### config.mk
export PLATFORM = sky130hd
export DESIGN_NAME = finger_curl_from_landmarks_top_flat
export DESIGN_NICKNAME = d
export VERILOG_FILES = /design/src/fcl_pkg.sv /design/src/fcl_if.sv /design/src/fcl_ctrl.sv /design/src/fcl_dp.sv /design/src/finger_curl_from_landmarks_top.sv /design/src/flat_wrapper.sv
export SDC_FILE = /design/constraint.sdc
export NUM_CORES = 2
export LEC_CHECK = 0
export ABC_AREA = 1
export BUFFER_PORTS_ARGS = -buffer_cell sky130_fd_sc_hd__buf_2
export CAP_MARGIN = 20
export CORE_ASPECT_RATIO = 1.4
export CORE_MARGIN = 2
export CORE_UTILIZATION = 45
export DETAILED_ROUTE_END_ITERATION = 16
export HOLD_SLACK_MARGIN = 0.15
export PLACE_DENSITY = 0.7
export SYNTH_ARGS = -nofsm -noshare
export SYNTH_HDL_FRONTEND = slang
export SYNTH_SLANG_ARGS = --single-unit
### constraint.sdc
create_clock -name clk_i -period 14.75 [get_ports clk_i]
set_input_delay 0 -clock clk_i [delete_from_list [all_inputs] [get_ports clk_i]]
set_output_delay 0 -clock clk_i [all_outputs]
set_load 0.01 [all_outputs]
### src/fcl_pkg.sv
package fcl_pkg;

  localparam int unsigned CORDIC_STEPS = 16;
  localparam int unsigned FINGERS      = 6;
  localparam int unsigned CNT_W        = 5;
  localparam int unsigned DIFF_W       = 17;
  localparam int unsigned MUL_W        = 18;
  localparam int unsigned PROD_W       = 2 * MUL_W;
  localparam int unsigned ACC_W        = 35;
  localparam int unsigned ROT_W        = ACC_W + 18;
  localparam int unsigned ANG_W        = 26;
  localparam int unsigned NUM_W        = 31;
  localparam int unsigned CFG_IDX_W    = 3;
  localparam int unsigned CFG_DATA_W   = 16;

  localparam logic [15:0] ANGLE_MAX    = 16'd46080;
  localparam logic [15:0] SMOOTH_RESET = 16'd45875;

  // register indexes
  localparam logic [CFG_IDX_W-1:0] REG_SMOOTH      = 3'd0;
  localparam logic [CFG_IDX_W-1:0] REG_LIMIT_FIRST = 3'd1;
  localparam logic [CFG_IDX_W-1:0] REG_LIMIT_LAST  = 3'd6;

  typedef enum logic [3:0] {
    ST_IDLE, ST_MUL, ST_PRE, ST_CORDIC, ST_RND, ST_DIV,
    ST_SQ, ST_EMA0, ST_EMA1, ST_CURL, ST_JOINT, ST_DONE
  } fcl_state_e;

  typedef struct packed {
    logic             accept;
    fcl_state_e       st;
    logic [CNT_W-1:0] cnt;
  } fcl_cmd_t;

  typedef struct packed {
    logic deg;
    logic out_free;
  } fcl_status_t;

  // atan(2^-i) in degrees, 16 fraction bits
  function automatic logic [21:0] atan_deg(input logic [CNT_W-1:0] i);
    logic [21:0] v;
    unique case (i)
      5'd0:  v = 22'd2949120;
      5'd1:  v = 22'd1740967;
      5'd2:  v = 22'd919879;
      5'd3:  v = 22'd466945;
      5'd4:  v = 22'd234379;
      5'd5:  v = 22'd117304;
      5'd6:  v = 22'd58666;
      5'd7:  v = 22'd29335;
      5'd8:  v = 22'd14668;
      5'd9:  v = 22'd7334;
      5'd10: v = 22'd3667;
      5'd11: v = 22'd1833;
      5'd12: v = 22'd917;
      5'd13: v = 22'd458;
      5'd14: v = 22'd229;
      5'd15: v = 22'd115;
      5'd16: v = 22'd57;
      5'd17: v = 22'd29;
      5'd18: v = 22'd14;
      5'd19: v = 22'd7;
      5'd20: v = 22'd4;
      5'd21: v = 22'd2;
      5'd22: v = 22'd1;
      default: v = 22'd0;
    endcase
    return v;
  endfunction

  // finger degree ranges in Q8.8
  function automatic logic [15:0] range_lo(input logic [2:0] f);
    logic [15:0] v;
    unique case (f)
      3'd0: v = 16'd6400;
      3'd1: v = 16'd28160;
      3'd5: v = 16'd23040;
      default: v = 16'd17920;
    endcase
    return v;
  endfunction

  function automatic logic [15:0] range_hi(input logic [2:0] f);
    return (f == 3'd0) ? 16'd12800 : 16'd43520;
  endfunction

  function automatic logic [14:0] limit_reset(input int unsigned f);
    logic [14:0] v;
    if (f == 0) v = 15'd21430;
    else if (f == 1) v = 15'd9830;
    else v = 15'd24084;
    return v;
  endfunction

endpackage

### src/fcl_if.sv
interface fcl_in_if;
  logic        valid;
  logic        ready;
  logic [2:0]  finger;
  logic signed [15:0] tip_x;
  logic signed [15:0] tip_y;
  logic signed [15:0] mid_x;
  logic signed [15:0] mid_y;
  logic signed [15:0] base_x;
  logic signed [15:0] base_y;
  modport source (output valid, finger, tip_x, tip_y, mid_x, mid_y, base_x, base_y,
                  input ready);
  modport sink (input valid, finger, tip_x, tip_y, mid_x, mid_y, base_x, base_y,
                output ready);
endinterface

interface fcl_out_if;
  logic        valid;
  logic        ready;
  logic [2:0]  finger_out;
  logic [15:0] curl;
  logic [15:0] angle;
  logic [14:0] joint_position;
  logic        degenerate;
  modport source (output valid, finger_out, curl, angle, joint_position, degenerate,
                  input ready);
  modport sink (input valid, finger_out, curl, angle, joint_position, degenerate,
                output ready);
endinterface

interface fcl_cfg_if;
  logic        valid;
  logic        ready;
  logic [2:0]  index;
  logic [15:0] data;
  modport source (output valid, index, data, input ready);
  modport sink (input valid, index, data, output ready);
endinterface

### src/fcl_ctrl.sv
module fcl_ctrl (
  input  logic                clk_i,
  input  logic                rst_ni,
  input  logic                in_valid_i,
  output logic                in_ready_o,
  input  fcl_pkg::fcl_status_t status_i,
  output fcl_pkg::fcl_cmd_t   cmd_o
);

  fcl_pkg::fcl_state_e state_q, state_d;
  logic [fcl_pkg::CNT_W-1:0] cnt_q, cnt_d;

  localparam logic [fcl_pkg::CNT_W-1:0] CordicLast = fcl_pkg::CNT_W'(fcl_pkg::CORDIC_STEPS - 1);
  localparam logic [fcl_pkg::CNT_W-1:0] DivFirst   = fcl_pkg::CNT_W'(fcl_pkg::NUM_W - 1);
  localparam logic [fcl_pkg::CNT_W-1:0] MulLast    = fcl_pkg::CNT_W'(3);

  always_comb begin
    state_d = state_q;
    cnt_d   = cnt_q;
    unique case (state_q)
      fcl_pkg::ST_IDLE: begin
        if (in_valid_i) begin
          state_d = fcl_pkg::ST_MUL;
          cnt_d   = '0;
        end
      end
      fcl_pkg::ST_MUL: begin
        if (status_i.deg) state_d = fcl_pkg::ST_DONE;
        else if (cnt_q == MulLast) state_d = fcl_pkg::ST_PRE;
        else cnt_d = cnt_q + 1'b1;
      end
      fcl_pkg::ST_PRE: begin
        state_d = fcl_pkg::ST_CORDIC;
        cnt_d   = '0;
      end
      fcl_pkg::ST_CORDIC: begin
        if (cnt_q == CordicLast) state_d = fcl_pkg::ST_RND;
        else cnt_d = cnt_q + 1'b1;
      end
      fcl_pkg::ST_RND: begin
        state_d = fcl_pkg::ST_DIV;
        cnt_d   = DivFirst;
      end
      fcl_pkg::ST_DIV: begin
        if (cnt_q == '0) state_d = fcl_pkg::ST_SQ;
        else cnt_d = cnt_q - 1'b1;
      end
      fcl_pkg::ST_SQ:    state_d = fcl_pkg::ST_EMA0;
      fcl_pkg::ST_EMA0:  state_d = fcl_pkg::ST_EMA1;
      fcl_pkg::ST_EMA1:  state_d = fcl_pkg::ST_CURL;
      fcl_pkg::ST_CURL:  state_d = fcl_pkg::ST_JOINT;
      fcl_pkg::ST_JOINT: state_d = fcl_pkg::ST_DONE;
      fcl_pkg::ST_DONE: begin
        if (status_i.out_free) state_d = fcl_pkg::ST_IDLE;
      end
      default: state_d = fcl_pkg::ST_IDLE;
    endcase
  end

  always_comb begin
    in_ready_o    = (state_q == fcl_pkg::ST_IDLE);
    cmd_o.accept  = in_ready_o && in_valid_i;
    cmd_o.st      = state_q;
    cmd_o.cnt     = cnt_q;
  end

  always_ff @(posedge clk_i or negedge rst_ni) begin
    if (!rst_ni) begin
      state_q <= fcl_pkg::ST_IDLE;
      cnt_q   <= '0;
    end else begin
      state_q <= state_d;
      cnt_q   <= cnt_d;
    end
  end

endmodule

### src/fcl_dp.sv
module fcl_dp (
  input  logic                 clk_i,
  input  logic                 rst_ni,
  fcl_in_if.sink               in_i,
  fcl_out_if.source            out_o,
  fcl_cfg_if.sink              cfg_i,
  input  fcl_pkg::fcl_cmd_t    cmd_i,
  output fcl_pkg::fcl_status_t status_o
);

  localparam int unsigned DW = fcl_pkg::DIFF_W;
  localparam int unsigned MW = fcl_pkg::MUL_W;
  localparam int unsigned PW = fcl_pkg::PROD_W;
  localparam int unsigned AW = fcl_pkg::ACC_W;
  localparam int unsigned RW = fcl_pkg::ROT_W;
  localparam int unsigned ZW = fcl_pkg::ANG_W;

  // configuration and per-finger state
  logic [15:0] smooth_q;
  logic [14:0] limit_q [fcl_pkg::FINGERS];
  logic [15:0] prev_q  [fcl_pkg::FINGERS];
  logic        seen_q  [fcl_pkg::FINGERS];

  // item registers
  logic [2:0]           finger_q;
  logic [2:0]           fidx;
  logic                 deg_q;
  logic signed [DW-1:0] ax_q, ay_q, bx_q, by_q;
  logic signed [AW-1:0] dot_q, cross_q, acc_q;
  logic signed [RW-1:0] x_q, y_q;
  logic signed [ZW-1:0] z_q;
  logic [15:0]          angle_q, span_q;
  logic [fcl_pkg::NUM_W-1:0] numer_q;
  logic [14:0]          rem_q;
  logic [16:0]          quo_q;
  logic [15:0]          raw_q, curl_q;
  logic [14:0]          joint_q;

  // output register
  logic        ovalid_q;
  logic [2:0]  ofinger_q;
  logic [15:0] ocurl_q, oangle_q;
  logic [14:0] ojoint_q;
  logic        odeg_q;

  logic signed [DW-1:0] ax_d, ay_d, bx_d, by_d;
  logic                 deg_d;

  function automatic logic near_zero(input logic signed [DW-1:0] v);
    return (v == '0) || (v == DW'(1)) || (v == {DW{1'b1}});
  endfunction

  always_comb begin
    ax_d  = DW'(in_i.tip_x)  - DW'(in_i.mid_x);
    ay_d  = DW'(in_i.tip_y)  - DW'(in_i.mid_y);
    bx_d  = DW'(in_i.base_x) - DW'(in_i.mid_x);
    by_d  = DW'(in_i.base_y) - DW'(in_i.mid_y);
    deg_d = (in_i.finger >= 3'(fcl_pkg::FINGERS))
         || (near_zero(ax_d) && near_zero(ay_d))
         || (near_zero(bx_d) && near_zero(by_d));
  end

  // fingers 6 and 7 never reach the state tables
  assign fidx = (finger_q < 3'(fcl_pkg::FINGERS)) ? finger_q : 3'd0;

  // shared multiplier
  logic signed [MW-1:0] ma, mb;
  logic signed [PW-1:0] prod;
  always_comb begin
    ma = '0;
    mb = '0;
    unique case (cmd_i.st)
      fcl_pkg::ST_MUL: begin
        unique case (cmd_i.cnt[1:0])
          2'd0: begin ma = MW'(ax_q); mb = MW'(bx_q); end
          2'd1: begin ma = MW'(ay_q); mb = MW'(by_q); end
          2'd2: begin ma = MW'(ax_q); mb = MW'(by_q); end
          default: begin ma = MW'(ay_q); mb = MW'(bx_q); end
        endcase
      end
      fcl_pkg::ST_SQ: begin
        ma = MW'({1'b0, quo_q});
        mb = MW'({1'b0, quo_q});
      end
      fcl_pkg::ST_EMA0: begin
        ma = MW'({1'b0, smooth_q});
        mb = MW'({1'b0, prev_q[fidx]});
      end
      fcl_pkg::ST_EMA1: begin
        ma = MW'(17'h10000 - {1'b0, smooth_q});
        mb = MW'({1'b0, raw_q});
      end
      fcl_pkg::ST_JOINT: begin
        ma = MW'({1'b0, limit_q[fidx]});
        mb = MW'({1'b0, curl_q});
      end
      default: ;
    endcase
    prod = ma * mb;
  end

  // cordic micro-rotation
  logic signed [RW-1:0] xs, ys, x_it, y_it;
  logic signed [ZW-1:0] z_it;
  logic signed [ZW-1:0] atan_s;
  always_comb begin
    xs     = x_q >>> cmd_i.cnt;
    ys     = y_q >>> cmd_i.cnt;
    atan_s = ZW'(fcl_pkg::atan_deg(cmd_i.cnt));
    x_it   = x_q;
    y_it   = y_q;
    z_it   = z_q;
    if (y_q > 0) begin
      x_it = x_q + ys;
      y_it = y_q - xs;
      z_it = z_q + atan_s;
    end else if (y_q < 0) begin
      x_it = x_q - ys;
      y_it = y_q + xs;
      z_it = z_q - atan_s;
    end
  end

  // rounding, clamp and divider numerator
  logic signed [ZW-1:0] z_rnd;
  logic [15:0] angle_d, lo, hi, span, clamped;
  always_comb begin
    z_rnd = (z_q + ZW'(128)) >>> 8;
    if (z_rnd < 0) angle_d = '0;
    else if (z_rnd > $signed(ZW'(fcl_pkg::ANGLE_MAX))) angle_d = fcl_pkg::ANGLE_MAX;
    else angle_d = z_rnd[15:0];
    lo   = fcl_pkg::range_lo(finger_q);
    hi   = fcl_pkg::range_hi(finger_q);
    span = hi - lo;
    if (angle_d < lo) clamped = lo;
    else if (angle_d > hi) clamped = hi;
    else clamped = angle_d;
  end

  // restoring divider step
  logic [15:0] trial;
  logic        qbit;
  always_comb begin
    trial = {rem_q, numer_q[cmd_i.cnt]};
    qbit  = (trial >= span_q);
  end

  logic [PW-1:0] prod_rnd;
  logic [PW-1:0] acc_rnd;
  assign prod_rnd = PW'(prod) + PW'(32768);
  assign acc_rnd  = PW'(acc_q) + PW'(32768);

  logic out_load;
  assign out_load = (cmd_i.st == fcl_pkg::ST_DONE) && status_o.out_free;

  always_comb begin
    status_o.deg      = deg_q;
    status_o.out_free = !ovalid_q || out_o.ready;
  end

  always_ff @(posedge clk_i) begin
    if (cmd_i.accept) begin
      finger_q <= in_i.finger;
      deg_q    <= deg_d;
      ax_q     <= ax_d;
      ay_q     <= ay_d;
      bx_q     <= bx_d;
      by_q     <= by_d;
    end
    unique case (cmd_i.st)
      fcl_pkg::ST_MUL: begin
        unique case (cmd_i.cnt[1:0])
          2'd0: dot_q   <= AW'(prod);
          2'd1: dot_q   <= dot_q + AW'(prod);
          2'd2: cross_q <= AW'(prod);
          default: cross_q <= cross_q - AW'(prod);
        endcase
      end
      fcl_pkg::ST_PRE: begin
        if (dot_q < 0) begin
          x_q <= RW'(cross_q < 0 ? -cross_q : cross_q) <<< 16;
          y_q <= -(RW'(dot_q) <<< 16);
          z_q <= ZW'(90 * 65536);
        end else begin
          x_q <= RW'(dot_q) <<< 16;
          y_q <= RW'(cross_q < 0 ? -cross_q : cross_q) <<< 16;
          z_q <= '0;
        end
      end
      fcl_pkg::ST_CORDIC: begin
        x_q <= x_it;
        y_q <= y_it;
        z_q <= z_it;
      end
      fcl_pkg::ST_RND: begin
        angle_q <= angle_d;
        span_q  <= span;
        numer_q <= fcl_pkg::NUM_W'({hi - clamped, 16'd0} + 32'(span >> 1));
        rem_q   <= '0;
        quo_q   <= '0;
      end
      fcl_pkg::ST_DIV: begin
        rem_q <= qbit ? 15'(trial - span_q) : trial[14:0];
        quo_q <= {quo_q[15:0], qbit};
      end
      fcl_pkg::ST_SQ: begin
        raw_q <= (prod_rnd[PW-1:16] > (PW-16)'(16'hFFFF)) ? 16'hFFFF : prod_rnd[31:16];
      end
      fcl_pkg::ST_EMA0: acc_q <= AW'(prod);
      fcl_pkg::ST_EMA1: acc_q <= acc_q + AW'(prod);
      fcl_pkg::ST_CURL: begin
        if (!seen_q[fidx]) curl_q <= raw_q;
        else if (acc_rnd[PW-1:16] > (PW-16)'(16'hFFFF)) curl_q <= 16'hFFFF;
        else curl_q <= acc_rnd[31:16];
      end
      fcl_pkg::ST_JOINT: joint_q <= prod_rnd[30:16];
      default: ;
    endcase
    if (out_load) begin
      ofinger_q <= finger_q;
      odeg_q    <= deg_q;
      ocurl_q   <= deg_q ? '0 : curl_q;
      oangle_q  <= deg_q ? '0 : angle_q;
      ojoint_q  <= deg_q ? '0 : joint_q;
    end
  end

  always_ff @(posedge clk_i or negedge rst_ni) begin
    if (!rst_ni) begin
      ovalid_q <= 1'b0;
      smooth_q <= fcl_pkg::SMOOTH_RESET;
      for (int i = 0; i < fcl_pkg::FINGERS; i++) begin
        limit_q[i] <= fcl_pkg::limit_reset(i);
        prev_q[i]  <= '0;
        seen_q[i]  <= 1'b0;
      end
    end else begin
      if (out_load) ovalid_q <= 1'b1;
      else if (out_o.ready) ovalid_q <= 1'b0;
      if (out_load && !deg_q) begin
        prev_q[fidx] <= curl_q;
        seen_q[fidx] <= 1'b1;
      end
      if (cfg_i.valid) begin
        if (cfg_i.index == fcl_pkg::REG_SMOOTH) smooth_q <= cfg_i.data;
        else if (cfg_i.index <= fcl_pkg::REG_LIMIT_LAST)
          limit_q[3'(cfg_i.index - fcl_pkg::REG_LIMIT_FIRST)] <= cfg_i.data[14:0];
      end
    end
  end

  assign cfg_i.ready          = 1'b1;
  assign out_o.valid          = ovalid_q;
  assign out_o.finger_out     = ofinger_q;
  assign out_o.curl           = ocurl_q;
  assign out_o.angle          = oangle_q;
  assign out_o.joint_position = ojoint_q;
  assign out_o.degenerate     = odeg_q;

endmodule

### src/finger_curl_from_landmarks_top.sv
// finger curl from three 2-d landmarks: one item (finger number, tip, middle
// and base points in q2.14) gives one result with the echoed finger, the
// smoothed curl (q0.16), the joint angle (q8.8 degrees, limited to 0..180),
// the joint position (limit times curl, q1.14) and a degenerate flag. a
// non-degenerate item runs the multiply, cordic, 31-step restoring divider,
// squaring, smoothing, curl and joint steps in turn on one sequencer; a
// degenerate item or unknown finger goes from the first multiply step
// straight to the output. the result sits in an output register, so the
// next item is taken while a result waits. configuration writes are taken
// every cycle and must only happen with the block idle.
module finger_curl_from_landmarks_top (
  input  logic      clk_i,
  input  logic      rst_ni,
  fcl_in_if.sink    in_i,
  fcl_out_if.source out_o,
  fcl_cfg_if.sink   cfg_i
);

  fcl_pkg::fcl_cmd_t    cmd;
  fcl_pkg::fcl_status_t status;

  // sequencer: one item at a time
  fcl_ctrl u_ctrl (
    .clk_i      (clk_i),
    .rst_ni     (rst_ni),
    .in_valid_i (in_i.valid),
    .in_ready_o (in_i.ready),
    .status_i   (status),
    .cmd_o      (cmd)
  );

  // vectors, shared multiplier, cordic, divider, ema and per-finger state
  fcl_dp u_dp (
    .clk_i    (clk_i),
    .rst_ni   (rst_ni),
    .in_i     (in_i),
    .out_o    (out_o),
    .cfg_i    (cfg_i),
    .cmd_i    (cmd),
    .status_o (status)
  );

endmodule

### src/flat_wrapper.sv
// flat-port wrapper written by rule: the top's interface ports become plain ports
module finger_curl_from_landmarks_top_flat 
  (clk_i, rst_ni, in_i_valid, in_i_finger, in_i_tip_x, in_i_tip_y, in_i_mid_x, in_i_mid_y, in_i_base_x, in_i_base_y, in_i_ready, out_o_valid, out_o_finger_out, out_o_curl, out_o_angle, out_o_joint_position, out_o_degenerate, out_o_ready, cfg_i_valid, cfg_i_index, cfg_i_data, cfg_i_ready);
  fcl_in_if in_i_i ();
  fcl_out_if out_o_i ();
  fcl_cfg_if cfg_i_i ();
  input  logic clk_i;
  input  logic rst_ni;
  input wire logic [$bits(in_i_i.valid)-1:0] in_i_valid;
  input wire logic [$bits(in_i_i.finger)-1:0] in_i_finger;
  input wire logic [$bits(in_i_i.tip_x)-1:0] in_i_tip_x;
  input wire logic [$bits(in_i_i.tip_y)-1:0] in_i_tip_y;
  input wire logic [$bits(in_i_i.mid_x)-1:0] in_i_mid_x;
  input wire logic [$bits(in_i_i.mid_y)-1:0] in_i_mid_y;
  input wire logic [$bits(in_i_i.base_x)-1:0] in_i_base_x;
  input wire logic [$bits(in_i_i.base_y)-1:0] in_i_base_y;
  output wire logic [$bits(in_i_i.ready)-1:0] in_i_ready;
  output wire logic [$bits(out_o_i.valid)-1:0] out_o_valid;
  output wire logic [$bits(out_o_i.finger_out)-1:0] out_o_finger_out;
  output wire logic [$bits(out_o_i.curl)-1:0] out_o_curl;
  output wire logic [$bits(out_o_i.angle)-1:0] out_o_angle;
  output wire logic [$bits(out_o_i.joint_position)-1:0] out_o_joint_position;
  output wire logic [$bits(out_o_i.degenerate)-1:0] out_o_degenerate;
  input wire logic [$bits(out_o_i.ready)-1:0] out_o_ready;
  input wire logic [$bits(cfg_i_i.valid)-1:0] cfg_i_valid;
  input wire logic [$bits(cfg_i_i.index)-1:0] cfg_i_index;
  input wire logic [$bits(cfg_i_i.data)-1:0] cfg_i_data;
  output wire logic [$bits(cfg_i_i.ready)-1:0] cfg_i_ready;
  assign in_i_i.valid = in_i_valid;
  assign in_i_i.finger = in_i_finger;
  assign in_i_i.tip_x = in_i_tip_x;
  assign in_i_i.tip_y = in_i_tip_y;
  assign in_i_i.mid_x = in_i_mid_x;
  assign in_i_i.mid_y = in_i_mid_y;
  assign in_i_i.base_x = in_i_base_x;
  assign in_i_i.base_y = in_i_base_y;
  assign in_i_ready = in_i_i.ready;
  assign out_o_valid = out_o_i.valid;
  assign out_o_finger_out = out_o_i.finger_out;
  assign out_o_curl = out_o_i.curl;
  assign out_o_angle = out_o_i.angle;
  assign out_o_joint_position = out_o_i.joint_position;
  assign out_o_degenerate = out_o_i.degenerate;
  assign out_o_i.ready = out_o_ready;
  assign cfg_i_i.valid = cfg_i_valid;
  assign cfg_i_i.index = cfg_i_index;
  assign cfg_i_i.data = cfg_i_data;
  assign cfg_i_ready = cfg_i_i.ready;
  finger_curl_from_landmarks_top u_core (.clk_i(clk_i), .rst_ni(rst_ni), .in_i(in_i_i), .out_o(out_o_i), .cfg_i(cfg_i_i));
endmodule
# Word-level counts from Yosys, hierarchy flattened
# Memory sizes are Yosys's and may differ from the RTL's.
# Index checks and enable logic that the tools add are counted.
totals:
  reg_bits: 720
  latch_bits: 0
  ramBits: 0
  rom_bits: 704
  output_inout_bits: 54
  memories: 1
mem_list:
  columns: ["memory", "depth", "width", "rd", "rd_clocked_by_memory_dff", "wr", "line", "rtl"]
  rows:
  - ["(no name shown)", 32, 22, 1, 0, 0, "fcl_pkg.sv:43", "unique case (i)"]
classes:
  addsub: 26
  n_mul: 1
  div: 0
  order_cmp: 19
  eq_ne: 35
  shift: 2
  n_mux: 66
  n_bitwise: 5
  n_reduce_logical: 45
op_table:
  columns: ["operator", "n"]
  rows:
  - ["$mux W53", 6]
  - ["$pmux W53 S2", 2]
  - ["$pmux W35 S2", 3]
  - ["$pmux W18 S5", 2]
  - ["$mux W16", 8]
  - ["$add A53 B53 Y53", 2]
  - ["$sshr A53 B5 Y53", 2]
  - ["$sub A53 B53 Y53", 2]
  - ["$bwmux W96", 1]
  - ["$bwmux W90", 1]
  - ["$mux W15", 6]
  - ["$add A35 B35 Y35", 2]
  - ["$lt A35 B1 Y1 const B", 2]
  - ["$eq A17 B17 Y1 const B", 4]
  - ["$eq A17 B2 Y1 const B", 4]
  - ["$logic_not A17 Y1", 4]
  - ["$sub A16 B16 Y17", 4]
  - ["$gt A53 B1 Y1 const B", 1]
  - ["$lt A53 B1 Y1 const B", 1]
  - ["$neg A51 Y53", 1]
  - ["$mux W26", 2]
  - ["$pmux W26 S2", 1]
  - ["$bmux W16 S3", 1]
  - ["$demux W16 S3", 1]
  - ["73 further kinds", 136]

# Longest topological paths before layout
logic_depth:
  depth_word: 10
  mapped_depth: 56

# Worst setup path before layout
# Ideal clock, no wire load.
synth_timing:
  path_type: "reg2reg"
  from: "register u_core.u_ctrl.cnt_q[0] in the netlist's numbering"
  to: "register u_core.u_dp.dot_q[34], data pin"
  setup_time_ns: 0.275
  arrival_time_ns: 9.891
  required_time_ns: 14.475
  setup_slack_ns: 4.584
  stages_incl_launch_ff: 45
  cell_sequence: "dfrtp_1 -> inv_2 -> buf_6 -> buf_2 -> buf_4 -> clkbuf_1 -> ha_1 -> clkbuf_1 -> clkinv_1 -> clkbuf_1 -> nor2_1 -> o31ai_1 -> clkbuf_1 -> nand2_1 -> fa_1 -> fa_1 -> inv_1 -> ha_1 -> (+9 left out) -> nor3_2 -> nand3_1 -> nand3_1 -> nand2_1 -> nand2_1 -> inv_1 -> o21ai_1 -> xor2_1 -> inv_1 -> ha_1 -> nand2_1 -> nor2_1 -> nand4_1 -> nor4_1 -> nand3_1 -> o2111ai_1 -> o21ai_0 -> xor2_1"
synth_via:
  elab_chain_cells: 7
synth_lines:
  columns: ["item", "line", "rtl"]
  rows:
  - ["start: declaration", "fcl_ctrl.sv:11", "logic [fcl_pkg::CNT_W-1:0] cnt_q, cnt_d;"]
  - ["start signal: assignment", "fcl_ctrl.sv:73", "cnt_q <= cnt_d;"]
  - ["$eq A2 B2 Y1, or another cell as far along", "fcl_dp.sv:74", "unique case (cmd_i.cnt[1:0])"]
  - ["$reduce_or A2 Y1 (no source line)", null, null]
  - ["$mux W18", "fcl_dp.sv:74", null]
  - ["$pmux W18 S5", "fcl_dp.sv:72", "unique case (cmd_i.st)"]
  - ["$mul A18 B18 Y36", "fcl_dp.sv:99", "prod = ma * mb;"]
  - ["$add A35 B35 Y35", "fcl_dp.sv:174", "2'd1: dot_q <= dot_q + AW'(prod);"]
  - ["$pmux W35 S2 *", "fcl_dp.sv:172", "unique case (cmd_i.cnt[1:0])"]
  - ["end signal: assignment", "fcl_dp.sv:173", "2'd0: dot_q <= AW'(prod);"]
  - ["end signal: assignment", "fcl_dp.sv:174", null]
  - ["end: declaration", "fcl_dp.sv:29", "logic signed [AW-1:0] dot_q, cross_q, acc_q;"]
# Mark *: on every way between the ends. The rest lies on a longest branch, timed or not.
# A chain may end at the register's enable or synchronous reset.

# Worst setup path after layout
layout_timing:
  from: "register u_core.u_ctrl.cnt_q[0] in the netlist's numbering"
  to: "register u_core.u_dp.cross_q[32], data pin"
layout_via:
  elab_chain_cells: 7
layout_lines:
  columns: ["item", "line", "rtl"]
  rows:
  - ["$eq A2 B2 Y1, or another cell as far along", "fcl_dp.sv:74, fcl_dp.sv:172", null]
  - ["$reduce_or A2 Y1 (no source line)", null, null]
  - ["$mux W18", "fcl_dp.sv:74", null]
  - ["$pmux W18 S5", "fcl_dp.sv:72", null]
  - ["$mul A18 B18 Y36", "fcl_dp.sv:99", null]
  - ["$sub A35 B35 Y35", "fcl_dp.sv:176", "default: cross_q <= cross_q - AW'(prod);"]
  - ["$pmux W35 S2 *", "fcl_dp.sv:172", null]
  - ["end signal: assignment", "fcl_dp.sv:175", "2'd2: cross_q <= AW'(prod);"]
  - ["end signal: assignment", "fcl_dp.sv:176", null]
  - ["end: declaration", "fcl_dp.sv:29", null]
# Marks and branches as above.

==> flow_summary_export.csv <==
group,metric,value,unit
sta,skew,0.0527,ns
floorplanning,coreArea,155000,um^2
sta,final-setup-viol-count,0,
route,vias,68047,
yosys,ys_seq_area_frac,0.283,
setup_path,cp.arrival,13.12,ns
yosys,ys_types,79,
floorplanning,ios,177,
layout,final_util,0.506,
sta,finalHoldViolCount,0,
clock_tree,clockBufferDepth,3,
yosys,synthArstFlopShare,0.313,
worst_hold_path,hold_path_class,"primary input to flip-flop",
sta,tightest_slew,1.18,ns
route,vias_per_cell,5.69,
layout,nets,10724,
global_route,grt_max_degree,100,
place,dp_hpwl,207000,um
global_route,antenna_found_initial,5,
route,post-route-drc-count,0,
yosys,syn_area_per_cell,7.37,um^2
clock_tree,cts-resized-gates,0,
yosys,syn_area,70400,um^2
setup_path,crit_slowest_cell,"nor4_1",
route,ant_nets,0,
setup_path,path_class,"flip-flop to flip-flop",
setup_path,slowest_delay,1.02,ns
clock_tree,clkTransAtPathRegs,0.06,ns
sta,period_minus_slack,12.70,ns
layout,layout-drive-gt1-share,0.0662,
sta,relSlewSlack,0.205,
setup_path,crit_required,15.17,ns
route,wl_per_cell,22.3,um
clock_tree,htreeDepth,3,
route,wl,266000,um
layout,area_growth,11.6,%
yosys,synth_cells,9543,
route,dr.pass1.iters,6,
clock_tree,clockRootBuffer,"clkbuf_16",
yosys,synth-edff-count,478,
setup_path,path_max_fanout,67,
clock_tree,cts_tree,"built",
global_route,gr-usage-all-layers,0.328,
layout,fin_cells,11969,
route,initialDrtViolationCount,6046,
yosys,synth-main-ff-cell,"edfxtp_1",
place,dp_cells,11583,
flow_run,maxCapViolations,0,
global_route,grt_pass1_vias,68165,
place,port_buffers,175,
floorplanning,rows,171,
floorplanning,start_util,0.454,
place,routabilityCongestion,1.03,
setup_path,cp-start-kind,"flip-flop",
global_route,grt_pass1_wl,400000,um
sta,period_share,0.861,
yosys,ys_warn_count,0,
floorplanning,die_w,338,um
global_route,grt.overflow.total,0,
sta,slew_viol_final,0,
sta,fin_setup_tns,0,ns
clock_tree,clk_latency,0.74,ns
setup_path,crit_top_cell,"inv_1",
clock_tree,cts_sinks,696,
clock_tree,numCtsBuffers,77,
outcome,status,"finished clean",
floorplanning,dieArea,160000,um^2
setup_path,rrSetupSlack,2.05,ns
floorplanning,die_y,472,um
sta,fmax,78.7,MHz
sta,rsz0062_at_grt,"false",
yosys,ys_ff_latch,696,
setup_path,worstSetupEndpointType,"flip-flop",
timing repair:
action / 4_1_cts / 5_1_grt
endpoints found under the setup margin: 0 / 0
setup buffers: 0 / 0
hold buffers: 230 / 0
endpoints found under the hold margin: 308 / 0
routing by layer:
layer	up-vias	track usage	wire length [um]
met5	-	0	7
met4	2	0.293	28000
met3	976	0.0525	17600
met2	2938	0.561	127000
met1	32152	0.349	93900
li1	31979	-	-
cells in the mapped netlist (46+ instances only):
master | n | area share
a21oi_1 | 635 | 0.045
a31oi_1 | 107 | 0.0095
clkbuf_1 | 217 | 0.012
dfrtp_1 | 165 | 0.059
dfstp_2 | 53 | 0.020
edfxtp_1 | 478 | 0.20
fa_1 | 341 | 0.097
ha_1 | 434 | 0.077
inv_1 | 1487 | 0.079
mux2i_1 | 70 | 0.010
nand2_1 | 2136 | 0.11
nand3_1 | 308 | 0.022
nand4_1 | 96 | 0.0085
nor2_1 | 826 | 0.044
nor3_1 | 97 | 0.0069
nor4_1 | 46 | 0.0041
o211ai_1 | 54 | 0.0058
o21ai_0 | 874 | 0.062
o21ai_1 | 112 | 0.0080
o221ai_1 | 50 | 0.0062
or2_2 | 63 | 0.0056
xnor2_1 | 150 | 0.019
xor2_1 | 237 | 0.030
per-stage QoR:
step,hold WS [ns],setup slack (ns),area [um^2]
floorplan,-0.296,4.58,70400
global placement,0.114,2.33,73400
detailed placement,0.115,2.33,73400
CTS,0.160,2.31,78400
global route,0.223,1.36,78500
finish,0.187,2.05,78500
worst max-delay path, delay by kind of cell, from the launching register on:
| family | cells | cell delay (ns) |
|---|---|---|
| adders and majority gates | 9 | 4.28 |
| buffers and inverters | 12 | 2.81 |
| and+or+nand+nor | 11 | 2.26 |
| AOI/OAI and AO/OA | 8 | 1.39 |
| DFF | 1 | 0.85 |
| xor gates and xnor gates | 1 | 0.79 |
final cells by class:
cell class              instances  area [um^2]
diodes                          3         7.51
clock buffers                 113         2190
clock inverters                30          433
fillers                     15002        76600
inverters                    1509         5670
multi-input cells            7025        43600
flip-flops and latches        696        19900
well taps                    2076         2600
repair buffers                517         4120
state kept, by name, summed over array words and instances (netlist names), 17 cells and up:
register / cells
u_core.u_dp.x_q: 53
u_core.u_dp.ax_q: 17
u_core.u_dp.prev_q: 96
u_core.u_dp.acc_q: 35
u_core.u_dp.limit_q: 90
u_core.u_dp.ay_q: 17
u_core.u_dp.cross_q: 35
u_core.u_dp.dot_q: 35
u_core.u_dp.z_q: 26
u_core.u_dp.by_q: 17
u_core.u_dp.bx_q: 17
u_core.u_dp.numer_q: 23
u_core.u_dp.quo_q: 17
u_core.u_dp.y_q: 53
cell families after synthesis:
group,share of synthesized area
compound gates,0.167
mux,0.00996
xor+xnor,0.0493
other cells,0.000107
buf+inv,0.0995
simple gates,0.218
fa+ha+maj,0.174
flops,0.283
worst paths after layout:
path	to	startpoint	depth (start not counted)
worst min register to register	u_core.u_dp.seen_q[4]	u_core.u_dp.seen_q[4]	2
min in group asynchronous	u_core.u_dp.limit_q[62]	rst_ni	3
max in group asynchronous	u_core.u_dp.prev_q[28]	rst_ni	5
worst min-delay path	u_core.u_dp.limit_q[30]	cfg_i_data[0]	4
worst max register to register	u_core.u_dp.cross_q[32]	u_core.u_ctrl.cnt_q[0]	41
worst max-delay path	u_core.u_dp.cross_q[32]	u_core.u_ctrl.cnt_q[0]	41
layout by cell type, fill, tap and decap left out, drive strengths merged, types with 85 or more instances in the layout:
cell         instances
edfxtp             478
buf                285
fa                 341
inv               1499
nand3              316
dlygate4sd3        229
nand2             2151
a21oi              642
xor2               239
clkbuf             116
nor2               854
nand4               97
o21ai              995
nor3               105
a31oi              107
dfrtp              165
ha                 434
xnor2              153
or2                 85
Power is left out: the tool's default activity adds up to more than one toggle a clock period on the data nets, which glitch-free logic cannot reach.
